===== config.mk =====
export PLATFORM = sky130hd
export DESIGN_NAME = pingpong_rx_ring_fifo_core_flat
export DESIGN_NICKNAME = d
export VERILOG_FILES = /design/src/rtl/pprx_pkg.sv /design/src/rtl/pprx_in_if.sv /design/src/rtl/pprx_out_if.sv /design/src/rtl/pingpong_rx_ring_fifo_core.sv /design/src/flat_wrapper.sv
export SDC_FILE = /design/constraint.sdc
export NUM_CORES = 2
export LEC_CHECK = 0
export ABC_AREA = 1
export BUFFER_PORTS_ARGS = -buffer_cell sky130_fd_sc_hd__buf_2
export CELL_PAD_IN_SITES_DETAIL_PLACEMENT = 0
export CELL_PAD_IN_SITES_GLOBAL_PLACEMENT = 1
export CORE_MARGIN = 4
export CORE_UTILIZATION = 25
export CTS_BUF_LIST = sky130_fd_sc_hd__clkbuf_4 sky130_fd_sc_hd__clkbuf_8
export DETAILED_ROUTE_END_ITERATION = 10
export PLACE_DENSITY = 0.55
export SLEW_MARGIN = 15
export SYNTH_ARGS = -nofsm -noshare
export SYNTH_HDL_FRONTEND = slang
export SYNTH_SLANG_ARGS = --single-unit

===== constraint.sdc =====
create_clock -name clk_i -period 5.9 [get_ports clk_i]
set_input_delay 0.295 -clock clk_i [delete_from_list [all_inputs] [get_ports clk_i]]
set_output_delay 0.295 -clock clk_i [all_outputs]
set_load 0.05 [all_outputs]

===== src/rtl/pprx_pkg.sv =====
// Shared types and request codes for the ping-pong receive ring FIFO.
`default_nettype none

package pprx_pkg;

  localparam logic [1:0] REQ_BYTE = 2'd0;
  localparam logic [1:0] REQ_IDLE = 2'd1;
  localparam logic [1:0] REQ_POP  = 2'd2;

  typedef struct packed {
    logic [1:0] req_type;
    logic [7:0] rx_byte;
  } in_t;

  typedef struct packed {
    logic [7:0] pop_data;
    logic       pop_valid;
    logic       commit_done;
    logic [6:0] committed_count;
    logic [6:0] dropped_count;
    logic [8:0] fifo_level;
  } out_t;

endpackage

`default_nettype wire


===== src/rtl/pprx_in_if.sv =====
// Input channel interface: request transactions into the receive buffer.
`default_nettype none

interface pprx_in_if;
  logic            valid;
  logic            ready;
  pprx_pkg::in_t   data;

  modport source (output valid, output data, input ready);
  modport sink   (input valid, input data, output ready);
endinterface

`default_nettype wire


===== src/rtl/pprx_out_if.sv =====
// Output channel interface: one result transaction per accepted request.
`default_nettype none

interface pprx_out_if;
  logic            valid;
  logic            ready;
  pprx_pkg::out_t  data;

  modport source (output valid, output data, input ready);
  modport sink   (input valid, input data, output ready);
endinterface

`default_nettype wire


===== src/rtl/pingpong_rx_ring_fifo_core.sv =====
// Ping-pong receive staging store with a circular byte FIFO behind it.
`default_nettype none

// Channel   Dir  Payload                                         Transaction
// -------   ---  ----------------------------------------------  ---------------------------
// in_i      in   req_type, rx_byte                               valid && ready
// out_o     out  pop_data, pop_valid, commit_done, committed_    valid && ready
//                count, dropped_count, fifo_level
//
// One request is in flight at a time; in_i.ready is high only in the idle state.
// A received byte without commit passes through the emit state, a pop through the
// pop and emit states, and a commit through the copy and emit states, also when
// nothing is copied: the copy moves one byte per cycle through the staging read
// port and the FIFO write port, pipelined by one register, and then drains.
// The result register decouples the sides: a new request is taken while the
// previous result still waits on out_o.ready; a second finished result waits in
// the emit state until the output register frees up. Reset is asynchronous,
// active low, and needs no clearing pass: both stores are only read where written.

module pingpong_rx_ring_fifo_core #(
  parameter int RX_LEN   = 64,
  parameter int RING_LEN = 256
) (
  input  wire logic  clk_i,
  input  wire logic  rst_ni,
  pprx_in_if.sink    in_i,
  pprx_out_if.source out_o
);
  import pprx_pkg::*;

  localparam int SAW = $clog2(2 * RX_LEN);     // staging address width
  localparam int SCW = $clog2(RX_LEN + 1);     // staged count width
  localparam int PW  = $clog2(RING_LEN);       // FIFO pointer width
  localparam int CW  = $clog2(RING_LEN + 1);   // fill count width
  localparam int MW  = (SCW > CW) ? SCW : CW;  // width for space arithmetic

  typedef enum logic [2:0] {
    ST_IDLE,
    ST_COPY,
    ST_POP,
    ST_EMIT
  } state_e;

  // Storage
  logic [7:0] stg_mem [2*RX_LEN];
  logic [7:0] fifo_mem [RING_LEN];

  // Control state
  state_e          state_q;
  logic            half_q;
  logic [SCW-1:0]  staged_q;
  logic [PW-1:0]   wr_pos_q;
  logic [PW-1:0]   rd_pos_q;
  logic [CW-1:0]   fill_q;
  logic            cp_half_q;
  logic [SCW-1:0]  cp_n_q;
  logic [SCW-1:0]  cp_idx_q;
  logic            wr_pend_q;
  out_t            res_q;
  logic            out_vld_q;
  out_t            out_q;

  // Memory ports
  logic            stg_we;
  logic [SAW-1:0]  stg_waddr;
  logic [SAW-1:0]  stg_raddr;
  logic [7:0]      stg_rdata_q;
  logic            fifo_we;
  logic [7:0]      fifo_rdata_q;

  // Request decode
  logic            accept;
  logic [1:0]      req;
  logic [SCW-1:0]  cnt_after;
  logic            do_commit;
  logic [MW-1:0]   free_sp;
  logic [MW-1:0]   n_calc;
  logic [MW-1:0]   drop_calc;
  logic            pop_hit;
  out_t            res_new;
  logic            cp_issue;
  logic            out_load;

  assign in_i.ready  = (state_q == ST_IDLE);
  assign accept      = in_i.valid && in_i.ready;
  assign req         = in_i.data.req_type;
  assign out_o.valid = out_vld_q;
  assign out_o.data  = out_q;

  // Work out the staged count after this byte and how much of the half fits.
  always_comb begin
    cnt_after = staged_q;
    do_commit = 1'b0;
    stg_we    = 1'b0;
    unique case (req)
      REQ_BYTE: begin
        if (staged_q < SCW'(RX_LEN)) begin
          cnt_after = staged_q + SCW'(1);
          stg_we    = accept;
        end
        do_commit = (cnt_after >= SCW'(RX_LEN));
      end
      REQ_IDLE: do_commit = 1'b1;
      default:  do_commit = 1'b0;
    endcase
    free_sp   = MW'(RING_LEN) - MW'(fill_q);
    n_calc    = (MW'(cnt_after) < free_sp) ? MW'(cnt_after) : free_sp;
    drop_calc = MW'(cnt_after) - n_calc;
    pop_hit   = (req == REQ_POP) && (fill_q != '0);

    // Result as known at accept time; pop data follows from the FIFO read.
    res_new            = '0;
    res_new.fifo_level = 9'(fill_q);
    if (do_commit) begin
      res_new.commit_done     = 1'b1;
      res_new.committed_count = 7'(n_calc);
      res_new.dropped_count   = 7'(drop_calc);
      res_new.fifo_level      = 9'(fill_q + CW'(n_calc));
    end else if (pop_hit) begin
      res_new.pop_valid  = 1'b1;
      res_new.fifo_level = 9'(fill_q - CW'(1));
    end
  end

  assign stg_waddr = half_q ? (SAW'(RX_LEN) + SAW'(staged_q)) : SAW'(staged_q);
  assign stg_raddr = cp_half_q ? (SAW'(RX_LEN) + SAW'(cp_idx_q)) : SAW'(cp_idx_q);
  assign cp_issue  = (state_q == ST_COPY) && (cp_idx_q < cp_n_q);
  assign fifo_we   = (state_q == ST_COPY) && wr_pend_q;
  assign out_load  = (state_q == ST_EMIT) && (!out_vld_q || out_o.ready);

  // Staging store: byte writes on accept, reads for the commit copy.
  always_ff @(posedge clk_i) begin
    if (stg_we) begin
      stg_mem[stg_waddr] <= in_i.data.rx_byte;
    end
    stg_rdata_q <= stg_mem[stg_raddr];
  end

  // FIFO store: copy writes, pop reads at the current read pointer.
  always_ff @(posedge clk_i) begin
    if (fifo_we) begin
      fifo_mem[wr_pos_q] <= stg_rdata_q;
    end
    fifo_rdata_q <= fifo_mem[rd_pos_q];
  end

  // Sequencer with the result and output registers.
  always_ff @(posedge clk_i or negedge rst_ni) begin
    if (!rst_ni) begin
      state_q   <= ST_IDLE;
      half_q    <= 1'b0;
      staged_q  <= '0;
      wr_pos_q  <= '0;
      rd_pos_q  <= '0;
      fill_q    <= '0;
      cp_half_q <= 1'b0;
      cp_n_q    <= '0;
      cp_idx_q  <= '0;
      wr_pend_q <= 1'b0;
      res_q     <= '0;
      out_vld_q <= 1'b0;
      out_q     <= '0;
    end else begin
      // Load a finished result, else drop the output once the sink takes it.
      if (out_load) begin
        out_q     <= res_q;
        out_vld_q <= 1'b1;
      end else if (out_o.ready) begin
        out_vld_q <= 1'b0;
      end

      unique case (state_q)
        ST_IDLE: begin
          if (accept) begin
            res_q <= res_new;
            if (do_commit) begin
              // Commit the active half: toggle, clip to free space, start copy.
              staged_q  <= '0;
              half_q    <= ~half_q;
              cp_half_q <= half_q;
              cp_n_q    <= SCW'(n_calc);
              cp_idx_q  <= '0;
              wr_pend_q <= 1'b0;
              fill_q    <= fill_q + CW'(n_calc);
              state_q   <= ST_COPY;
            end else if (pop_hit) begin
              // FIFO read is already under way at rd_pos_q.
              fill_q   <= fill_q - CW'(1);
              rd_pos_q <= (rd_pos_q == PW'(RING_LEN - 1)) ? '0 : rd_pos_q + PW'(1);
              state_q  <= ST_POP;
            end else begin
              staged_q <= cnt_after;
              state_q  <= ST_EMIT;
            end
          end
        end

        ST_COPY: begin
          // Issue a staging read each cycle, write it to the FIFO in the following cycle.
          wr_pend_q <= cp_issue;
          if (cp_issue) begin
            cp_idx_q <= cp_idx_q + SCW'(1);
          end
          if (wr_pend_q) begin
            wr_pos_q <= (wr_pos_q == PW'(RING_LEN - 1)) ? '0 : wr_pos_q + PW'(1);
          end
          if (!cp_issue && !wr_pend_q) begin
            state_q <= ST_EMIT;
          end
        end

        ST_POP: begin
          res_q.pop_data <= fifo_rdata_q;
          state_q        <= ST_EMIT;
        end

        ST_EMIT: begin
          // Hold the result until the output register is free.
          if (out_load) begin
            state_q <= ST_IDLE;
          end
        end

        default: state_q <= ST_IDLE;
      endcase
    end
  end

  // Fill count never exceeds the ring size.
  a_fill_bound: assert property (@(posedge clk_i) disable iff (!rst_ni)
    fill_q <= CW'(RING_LEN))
    else $error("fill count above ring size");

  // A half at capacity is always committed within the same request.
  a_staged_bound: assert property (@(posedge clk_i) disable iff (!rst_ni)
    (state_q == ST_IDLE) |-> (staged_q < SCW'(RX_LEN)))
    else $error("staged count reached capacity outside a commit");

  // The copy never reads past the clipped byte count.
  a_copy_bound: assert property (@(posedge clk_i) disable iff (!rst_ni)
    (state_q == ST_COPY) |-> (cp_idx_q <= cp_n_q))
    else $error("copy index past commit count");

  // One request in flight: ready drops right after an accepted transaction.
  a_one_inflight: assert property (@(posedge clk_i) disable iff (!rst_ni)
    accept |=> !in_i.ready)
    else $error("request accepted while another is in flight");

  // A pop read only follows an accepted pop transaction.
  a_pop_origin: assert property (@(posedge clk_i) disable iff (!rst_ni)
    (state_q == ST_POP) |-> ($past(accept) && $past(req) == REQ_POP))
    else $error("pop state without a pop request");

endmodule

`default_nettype wire


===== src/flat_wrapper.sv =====
// flat-port wrapper written by rule: the top's interface ports become plain ports
module pingpong_rx_ring_fifo_core_flat import pprx_pkg::*;
#(
  parameter int RX_LEN   = 64,
  parameter int RING_LEN = 256
)
  (clk_i, rst_ni, in_i_valid, in_i_data, in_i_ready, out_o_valid, out_o_data, out_o_ready);
  pprx_in_if in_i_i ();
  pprx_out_if out_o_i ();
  input  wire logic clk_i;
  input  wire logic rst_ni;
  input wire logic [$bits(in_i_i.valid)-1:0] in_i_valid;
  input wire logic [$bits(in_i_i.data)-1:0] in_i_data;
  output wire logic [$bits(in_i_i.ready)-1:0] in_i_ready;
  output wire logic [$bits(out_o_i.valid)-1:0] out_o_valid;
  output wire logic [$bits(out_o_i.data)-1:0] out_o_data;
  input wire logic [$bits(out_o_i.ready)-1:0] out_o_ready;
  assign in_i_i.valid = in_i_valid;
  assign in_i_i.data = in_i_data;
  assign in_i_ready = in_i_i.ready;
  assign out_o_valid = out_o_i.valid;
  assign out_o_data = out_o_i.data;
  assign out_o_i.ready = out_o_ready;
  pingpong_rx_ring_fifo_core #(.RX_LEN(RX_LEN), .RING_LEN(RING_LEN)) u_core (.clk_i(clk_i), .rst_ni(rst_ni), .in_i(in_i_i), .out_o(out_o_i));
endmodule

==> flow_metrics.env <==
export IMPL_status="finished, final reports clean"
export IMPL_min_path_type="in -> reg"
export IMPL_cts_made_buffers=562
export IMPL_ir_drop_mv=0.5487
export IMPL_synth_edf_count=3072
export IMPL_coreArea_mm2=0.5058
export IMPL_ys_types=58
export IMPL_intPower_mw=43.55
export IMPL_critPathMaxStageDelay_ns=0.42
export IMPL_cp_end_kind="flip-flop"
export IMPL_p_sw_frac=0.3901
export IMPL_ys_flop_type="edfxtp_1"
export IMPL_syn_area_per_cell_um2=12.97
export IMPL_pwr_share_seq=0.403
export IMPL_cts_htree_levels=6
export IMPL_arrival_ns=5.27
export IMPL_clk_pin_slew_ns=0.06
export IMPL_grt_pass1_wl_um=577800
export IMPL_synth_most_common_cell="edfxtp_1"
export IMPL_start_util=0.2512
export IMPL_startpoint_type="flip-flop"
export IMPL_crit_slowest_cell="dfrtp_1"
export IMPL_syn_to_final_growth_pct=14.65
export IMPL_path_cells="nor2_4, nand2_4, nor4_2, nand2_1, xor2_1, inv_1, ha_1, nand2_1, inv_1, nand3_1, nor2_1, nor2_1, nand2_2, nand2_4, o21ai_0, ha_1, nand2_1, inv_1, a221oi_1, nand2_1, nand2_1, nand3_1, a21oi_1"
export IMPL_vias=82670
export IMPL_worstPathMaxFanout=14
export IMPL_final_max_slew_viol_count=0
export IMPL_dp_slack_ns=1.741
export IMPL_rows=261
export IMPL_viasPerCell=4.854
export IMPL_first_iter_violations=8212
export IMPL_p_clk_frac=0.279
export IMPL_syn_instance_count=9797
export IMPL_finClkSkew_ns=0.09359
export IMPL_critical_path_class="reg -> reg"
export IMPL_dieArea_mm2=0.5197
export IMPL_power_density_mw_per_mm2=490.1
export IMPL_maxSlewHeadroom=0.2300
export IMPL_yosysWarnings=0
export IMPL_postCtsSetupRepairBufs=0
export IMPL_drive_gt1_frac=0.1141
export IMPL_antenna_found_initial=25
export IMPL_die_h_um=720.9
export IMPL_finalSetupTns_ns=0
export IMPL_syn_nets=9847
export IMPL_grt_max_degree=221
export IMPL_cts_buffer_depth=4
export IMPL_hold_viol=0
export IMPL_setup_violations=0
export IMPL_synth_area_leader_cell="edfxtp_1"
export IMPL_ios=49
export IMPL_synthArstFlopShare=0.03409
export IMPL_yosysTopAreaCellShare=0.7260
export IMPL_p_switching_mw=27.85
export IMPL_clock_root_buffer="clkbuf_8"
export IMPL_path_common_cell="nand2_1"
export IMPL_routed_wl_um=399300
export IMPL_topRoutingLayerUsed="met5"
export IMPL_ys_seq_elements=3197
export IMPL_cts_tree="built"
export IMPL_avgRoutedWirePerCell_um=23.44
export IMPL_ant_nets=0
export IMPL_layout_setup_ws_ns=1.683
export IMPL_cp_data_required_time_ns=6.95
export IMPL_drt_met1_wl_um=181100
export IMPL_fmax_ghz=0.2371
export IMPL_hpwl_um=223200
export IMPL_synth_area_leaders="edfxtp_1, o21ai_0, nor2_1"
export IMPL_cts_resized=0
export IMPL_fin_crit_ns=4.217
export IMPL_rsz0062_at_grt="false"
export IMPL_synth_cell_area_mm2=0.1271
export IMPL_grt_pass1_vias=81220
export IMPL_nets=9944
export IMPL_dr_wl_met2_um=182500
export IMPL_overflow=0
export IMPL_synth_top_cells_by_count="edfxtp_1, nor2_1, o21ai_0, nand2_1, o22ai_1"
export IMPL_clk_latency_ns=1.19
export IMPL_fin_crit_sh=0.7148
export IMPL_critPathBufInv=3
export IMPL_tightest_slew_ns=1.155
export IMPL_grtUsageTotal=0.1476
export IMPL_yosysSeqAreaShare=0.7500
export IMPL_leakagePower_nw=45.49
export IMPL_gp_congestion=0.8152
export IMPL_cpLargestDelayFamily="simple AND/OR/NAND/NOR gates"
export IMPL_numClockSinks=3197
export IMPL_wl_met3_um=26630
export IMPL_cts_hold_buf=17
export IMPL_port_buffers=48
export IMPL_drcViolationCount=0
export IMPL_dr_pass1_iters=6
export IMPL_combPwrFrac=0.319
export IMPL_max_cap_violations=0
export IMPL_fp_dieW_um=720.9
## metrics by stage
stage	power (mW)	instance area (µm²)	util	std cells	hold WS (ns)
2_1_floorplan	42.39	127100	-	9797	-0.0005911
3_3_place_gp	51.82	134700	0.2663	16020	0.3763
3_5_place_dp	52.01	134700	0.2664	16020	0.3818
4_1_cts	72.04	145700	0.2880	17030	0.03198
5_1_grt	75.09	145700	0.2880	17030	0.1042
6_report	71.40	145700	0.2880	17030	0.1663
## final cells by class
cell class                      instances  area, µm²
Tap cell                             6706       8391
Sequential cell                      3197      95350
Antenna cell                            4      10.01
Inverter                              147      605.6
Clock inverter                        219       1296
Fill cell                           51070     360200
Clock buffer                          773       9444
Multi-Input combinational cell       5760      28370
Timing Repair Buffer                  226       2201
## routing by layer
metal  track usage  vias up
met4       0.03756        6
li1              -    36830
met5             0        -
met1        0.2097    42330
met2        0.2322     2918
met3       0.02634      587
## placed cells by master, fill, tap and decap left out, types with 129 or more instances in the layout
| cell type | count |
|---|---|
| clkbuf_8 | 582 |
| o22ai_1 | 480 |
| o221ai_1 | 294 |
| edfxtp_1 | 3072 |
| clkinv_1 | 129 |
| nand2_1 | 548 |
| nor2_1 | 2004 |
| nand3_1 | 331 |
| clkbuf_4 | 191 |
| a21oi_1 | 132 |
| o21ai_0 | 1636 |
## cells by family (layout without fill, tap and decap cells)
logic type,after synthesis,count (layout),synth area share
compound gates,2692,2692,0.1221
xor+xnor,19,19,0.001369
fa+ha+maj,36,36,0.003545
buf+inv,840,1365,0.02745
flops,3197,3197,0.7500
mux,4,4,0.0003545
other cells,0,4,0
simple gates,3009,3009,0.09517
## sequential cells by signal, summed over array words and instances (netlist names), 8 cells and up, named ones only
| register | cells |
|---|---|
| u_core.fifo_mem | 2048 |
| u_core.fifo_rdata_q | 8 |
| u_core.out_o.data | 33 |
| u_core.rd_pos_q | 8 |
| u_core.res_q | 25 |
| u_core.stg_mem | 1024 |
| u_core.stg_rdata_q | 8 |
| u_core.wr_pos_q | 8 |
## power by group through the flow
stage	registers, mW	logic [mW]	clock network (mW)
after floorplan	30.0	12.4	0
after global placement	29.2	22.6	0
after detailed placement	29.2	22.8	0
after CTS	28.8	22.9	20.4
after global routing	28.8	24.8	21.5
final	28.8	22.7	19.9
## final timing paths
path / cells past startpoint / startpoint / to / slack, ns
min: 2 / in_i_data[0] / u_core.stg_mem[75][0] / 0.17
min reg2reg: 2 / u_core.out_o.data[20] / u_core.out_o.data[20] / 0.48
max in group asynchronous: 4 / rst_ni / u_core.rd_pos_q[0] / 4.92
max reg2reg: 23 / u_core.staged_q[6] / flip-flop / 1.68
max: 23 / u_core.staged_q[6] / flip-flop / 1.68
min in group asynchronous: 4 / rst_ni / u_core.out_o.data[1] / 0.29
(Power assumes the default switching activity.)
